$ cat src/hdl/atkinson_dither_defines.svh
// Assertion macros used by the dither RTL.
`ifndef ATKINSON_DITHER_DEFINES_SVH
`define ATKINSON_DITHER_DEFINES_SVH

`ifndef SYNTHESIS
// Same-cycle implication, disabled during reset
`define ATK_ASSERT_IMPL(label, clk, rst, ante, cons, msg) \
  label: assert property (@(posedge clk) disable iff (rst) (ante) |-> (cons)) \
    else $error(msg);
// Next-cycle implication, disabled during reset
`define ATK_ASSERT_NEXT(label, clk, rst, ante, cons, msg) \
  label: assert property (@(posedge clk) disable iff (rst) (ante) |=> (cons)) \
    else $error(msg);
`else
`define ATK_ASSERT_IMPL(label, clk, rst, ante, cons, msg)
`define ATK_ASSERT_NEXT(label, clk, rst, ante, cons, msg)
`endif

`endif

$ cat src/hdl/atk_pkg.sv
`default_nettype none

package atk_pkg;

  // Pixel and quotient formats
  localparam int PIX_W     = 8;
  localparam int Q_W       = 5;

  // Line store geometry
  localparam int MAX_WIDTH = 512;
  localparam int ADDR_W    = $clog2(MAX_WIDTH);

  typedef logic [PIX_W-1:0]         pix_t;
  typedef logic signed [Q_W-1:0]    quot_t;
  typedef logic [ADDR_W-1:0]        col_t;

  // Configuration register indexes
  typedef enum logic [0:0] {
    REG_IMAGE_WIDTH  = 1'b0,
    REG_IMAGE_HEIGHT = 1'b1
  } cfg_reg_t;

  // Line store access for one pixel step
  typedef struct packed {
    logic en;
    col_t waddr;
    col_t raddr_a;
    col_t raddr_b;
  } ls_ctrl_t;

endpackage

`default_nettype wire

$ cat src/hdl/atk_cell.sv
`default_nettype none

// One diffusion cell: adds a gated quotient to the running grey level and
// clamps the result to the pixel range.
module atk_cell import atk_pkg::*; (
  input  pix_t  v_in,
  input  quot_t q,
  input  logic  gate,
  output pix_t  v_out
);

  logic signed [PIX_W+1:0] sum;

  // Two guard bits catch both underflow and overflow
  assign sum = $signed({2'b00, v_in}) + (PIX_W+2)'(q);

  always_comb begin
    if (!gate) begin
      v_out = v_in;
    end else if (sum[PIX_W+1]) begin
      v_out = '0;
    end else if (sum[PIX_W]) begin
      v_out = '1;
    end else begin
      v_out = sum[PIX_W-1:0];
    end
  end

endmodule

`default_nettype wire

$ cat config.mk
export PLATFORM = sky130hd
export DESIGN_NAME = atk_cell
export DESIGN_NICKNAME = d
export VERILOG_FILES = /design/src/hdl/atkinson_dither_defines.svh /design/src/hdl/atk_pkg.sv /design/src/hdl/atk_cell.sv
export SDC_FILE = /design/constraint.sdc
export NUM_CORES = 1
export LEC_CHECK = 0
export BUFFER_PORTS_ARGS = -buffer_cell sky130_fd_sc_hd__buf_2
export CAP_MARGIN = 20
export CORE_AREA = 3 3 40 42
export DETAILED_ROUTE_END_ITERATION = 7
export DIE_AREA = 0 0 43 45
export GPL_TIMING_DRIVEN = 1
export PLACE_DENSITY = 0.66
export SLEW_MARGIN = 20
export SYNTH_ARGS = -nofsm -noshare
export SYNTH_HDL_FRONTEND = slang
export SYNTH_SLANG_ARGS = --single-unit
$ cat constraint.sdc
create_clock -name vclk -period 3.7
set_clock_uncertainty 0.2 [all_clocks]
set_input_delay 0.37 -clock vclk [all_inputs]
set_output_delay 0.37 -clock vclk [all_outputs]
set_load 0.02 [all_outputs]
# == Word level (Yosys, flattened, before mapping) ==
# Index checks and enable logic that the tools add are counted.
# classes
mux,3
addsub,1
# op_table
op,n
$mux W8,3
$add A9 B5 Y10,1
# totals
elab_cells,4
regBits,0

# == Depth between registers and ports, before layout ==
# Gate-level depths: netlist of run 1.
# depth
ltp_word,4
depth_mapped,7

# == Least setup slack after synthesis of run 1 ==
# OpenSTA, ideal clock, no wires.
# synth_path
kind,input to output
startpoint,input port v_in[0]
endpoint,output port v_out[0]
setup_slack_ns,0.711
path_buffers,0
path_stages,7
t_required_ns,3.130
arrival_ns,2.419
cell_sequence,ha_1 -> fa_1 -> a211oi_2 -> nor4_1 -> a2111oi_2 -> mux2i_2 -> o221a_1
# synth_via
elab_chain_len,4
# synth_rtl
item,line_no,rtl
"start, declared",atk_cell.sv:6,"input pix_t v_in,"
$add A9 B5 Y10,atk_cell.sv:15,"assign sum = $signed({2'b00, v_in}) + (PIX_W+2)'(q);"
$mux W8,atk_cell.sv:22,end else if (sum[PIX_W]) begin
$mux W8,atk_cell.sv:20,end else if (sum[PIX_W+1]) begin
$mux W8 *,atk_cell.sv:18,if (!gate) begin
"end, declared",atk_cell.sv:9,output pix_t v_out
# Every way passes the cells marked *; elsewhere a longest branch is shown, timed or not.

# == Worst setup path after layout of run 1 ==
# layout_path
startpoint,input port v_in[0]
endpoint,output port v_out[7]
# layout_via
elab_chain_len,4
# layout_rtl
item,line_no
$add A9 B5 Y10 *,atk_cell.sv:15
$mux W8,atk_cell.sv:22
$mux W8 *,atk_cell.sv:20
$mux W8 *,atk_cell.sv:18
# Marks and branches as above.

==> results.toml, run 1 <==
[sta]
final.period_utilization = 0.914
tns_ps = 0
min_period_ps = 3380
fin_hold_ws_ps = 944
max_freq_ghz = 0.296
slew_headroom = 0.666
rsz0062_at_grt = "false"
worstMarginPinSlew_ps = 491
report.final.slew_viol_count = 0
setup_viol = 0
hold_viol_final = 0

[floorplanning]
die_w_um = 43
io_pins = 22
initial_core_util = 0.393
die_h_um = 45
core_mm2 = 0.00128
rows = 13
dieArea_mm2 = 0.00194

[routing]
postRouteWirelength_um = 1420
firstDrtPassIters = 4
initialDrtViolationCount = 21
vias_per_cell = 6.40
antenna_left = 0
wl_per_cell_um = 15.1
num_vias = 602
remaining_drc_errors = 0

[setup_path]
path_cells = "buf_2 -> ha_1 -> fa_1 -> a211oi_2 -> nor4_1 -> a2111oi_2 -> mux2i_2 -> o221a_1 -> buf_2"
path_buf_inv = 2
crit_type = "input port to output pin"
critPathRequiredTime_ps = 3130
cp_common_cell = "buf_2"
cp_slowest_stage_delay_ps = 520
arrival_ps = 2810
cp_max_fo = 8
crit_path_start_kind = "input port"
slowest_stage = "mux2i_2"
critPathTopFamily = "compound AO/OA/AOI/OAI gates"
crit_path_end_kind = "output pin"

[yosys]
synth_nets = 82
synth_area_leaders = "ha_1 (22%), o221a_1 (18%), mux2i_2 (5.4%), xnor2_1 (5.2%), a21o_1 (4.5%)"
yosysMostFrequentCell = "ha_1"
synth_common_cells = "ha_1 (9), o221a_1 (8), a21oi_1 (4), nand2_1 (4)"
synth_top_cell_by_area = "ha_1"
synth_top_area_frac = 0.223
syn_avg_cell_area_um2 = 8.72
netlist-cell-type-count = 28
syn-instance-count = 58
yosysWarnings = 0
synth-seq-area-share = 0
syn_area_um2 = 505

[placement]
portBuffers = 22
placed_area_um2 = 631
place.gp.congestion = 0.835
dpl.hpwl_um = 1150
dpl.cell_count = 94

[finish]
fin_nets = 105
syn_to_final_growth_pct = 24.8
seq_cells = 0
clkbuf_count = 0
fillCellCount = 133
finish.instance_area_um2 = 631
layout-drive-gt1-share = 0.342
ff_latch_area_um2 = 0
stdcell_count = 94
diodes = 0

[global_routing]
antenna_found_initial = 0
grt_pass1_wl_um = 2350
grt_max_degree = 11
grt_pass1_vias = 545
grt-ovfl-total = 0
grt_use_total = 0.151

[outcome]
outcome = "finished clean"

[power]
power.density_mw_per_mm2 = 199
p_total_mw = 0.126
ir_worst_vdd_v = 0.0000976
p_leak_nw = 0.298

[min_path]
hold_path.class = "input port to output pin"

[clock_tree]
postCtsSetupRepairBufs = 0
cts_resized = 0
holdBufCountCts = 0

[job]
maxCapViolCount = 0
final timing paths:
check,slack [ps],cells after the start,end,from
setup / recovery,320,9,v_out[7],v_in[0]
hold / removal,940,3,v_out[0],v_in[0]
worst min-delay path, delay by kind of cell:
family | cells | cell delay, ps
compound gates | 1 | 160
buf+inv | 2 | 240
per-layer routing:
layer  share of wire  vias to the layer above  track usage
met5               0                        -            0
met3            0.11                        0      0.00398
met1            0.46                      268        0.218
met4               0                        0       0.0120
li1                -                      291            -
met2            0.43                       43        0.263
area by class of cell:
class | count | area, um^2 | share of cell area
repair buffers | 22 | 110 | 0.175
multi-input cells | 55 | 494 | 0.784
well taps | 15 | 18.8 | 0.0298
inverters | 2 | 7.51 | 0.0119
logic make-up after synthesis:
family,after synthesis,synth area share
compound gates,27,0.458
xor+xnor,5,0.0866
simple gates,11,0.116
fa+ha+maj,10,0.262
buf+inv,3,0.0223
mux,2,0.0545
through the flow:
step / utilization / worst slack [ps]
after global placement: 0.491 / 403
after global routing: 0.491 / 155
final: 0.491 / 317
after detailed placement: 0.491 / 359
after CTS: 0.491 / 348
after floorplan: - / 711
layout by cell type (no fill, tap or decap), types with 2 or more instances in the layout:
cell type and count:
mux2i_2 2, buf_2 22, inv_1 2, ha_1 9
a21o_1 3, a31oi_1 2, nand2_1 4, o21ai_0 2
xnor2_1 3, o221a_1 8, xor2_1 2, a21oi_1 4
power by group:
part | switching (mW) | total (mW) | internal, mW
Clock | 0 | 0 | 0
Sequential | 0 | 0 | 0
Combinational | 0.0712 | 0.126 | 0.0544
Total | 0.0712 | 0.126 | 0.0544
No activity file was read; power rests on OpenSTA's default activity.
==> inputs of run 2 (changes only) <==
Settings changed: PLACE_DENSITY 0.66 to 0.78.
==> results.toml, run 2 (same netlist as run 1, synthesis figures left out) <==
[placement]
dpl.hpwl_um = 1170
portBuffers = 22
place.gp.congestion = 0.921
placed_area_um2 = 631

[global_routing]
grt-ovfl-total = 0
grt_max_degree = 11
antenna_found_initial = 0
grt_use_total = 0.144
grt_pass1_wl_um = 2250
grt_pass1_vias = 523

[finish]
layout-drive-gt1-share = 0.342
ff_latch_area_um2 = 0
fin_nets = 105
seq_cells = 0
syn_to_final_growth_pct = 24.8
final_common_cell = "buf_2"
clkbuf_count = 0
most-common-layout-cells = "buf_2 (22), ha_1 (9), o221a_1 (8)"
diodes = 0
fillCellCount = 133
finish.instance_area_um2 = 631

[sta]
slew_headroom = 0.671
worstMarginPinSlew_ps = 483
min_period_ps = 3450
setup_viol = 0
tns_ps = 0
rsz0062_at_grt = "false"
final.period_utilization = 0.933
hold_viol_final = 0
report.final.slew_viol_count = 0
max_freq_ghz = 0.290

[setup_path]
arrival_ps = 2880
critPathRequiredTime_ps = 3130
critPathLaunch = "v_in[0]"
crit_path_end_kind = "output pin"
crit_path_start_kind = "input port"
cp_max_fo = 8
crit_type = "input port to output pin"

[floorplanning]
dieArea_mm2 = 0.00194
core_mm2 = 0.00128
die_h_um = 45
initial_core_util = 0.393
die_w_um = 43
rows = 13
io_pins = 22

[outcome]
outcome = "finished clean"

[routing]
antenna_left = 0
postRouteWirelength_um = 1430
vias_per_cell = 6.36
remaining_drc_errors = 0
wl_per_cell_um = 15.3
firstDrtPassIters = 6
num_vias = 598
initialDrtViolationCount = 21

[clock_tree]
cts_resized = 0
postCtsSetupRepairBufs = 0
holdBufCountCts = 0

[power]
p_leak_nw = 0.298
power.density_mw_per_mm2 = 200
ir_worst_vdd_v = 0.0000697

[job]
maxCapViolCount = 0

[min_path]
hold_path.class = "input port to output pin"
worstHoldStart = "v_in[2]"
-- run 2: cell counts in the layout (fill, tap and decap cells not counted) --
Identical to the previous run, type by type.
-- run 2: per-layer routing --
metal | track usage | share of wire
met5 | 0 | 0
met4 | 0 | 0.0042
met1 | 0.199 | 0.43
met2 | 0.266 | 0.49
met3 | 0.00398 | 0.079
-- run 2: area by class of cell --
cell class,count,area (um^2),area share
multi-input combinational,55,494,0.784
inverter,2,7.51,0.0119
timing repair buffer,22,110,0.175
tap,15,18.8,0.0298
-- run 2: report_power, final --
group          leakage (nW)  internal (mW)  switching, mW
Combinational         0.298         0.0546         0.0713
Clock                     0              0              0
Sequential                0              0              0
-- run 2: critical path, stage by stage --
cell and delay [ps]:
buf_2 110, ha_1 220, fa_1 450, a211oi_2 290, nor4_1 100, a2111oi_2 360
mux2i_2 520, o221a_1 290, buf_2 160
-- run 2: stage by stage --
step | instances | hold slack [ps] | worst slack, ps | power (mW) | util
after floorplan | 58 | 818 | 711 | 0.0897 | -
after global placement | 94 | 941 | 402 | 0.121 | 0.491
after detailed placement | 94 | 946 | 293 | 0.125 | 0.491
after CTS | 94 | 947 | 283 | 0.125 | 0.491
after global routing | 94 | 969 | 161 | 0.136 | 0.491
final | 94 | 947 | 249 | 0.126 | 0.491
-- run 2: worst paths after layout --
| check | to | slack [ps] | cells after the start |
|---|---|---|---|
| worst max-delay path | v_out[4] | 250 | 9 |
| worst min-delay path | v_out[2] | 950 | 3 |
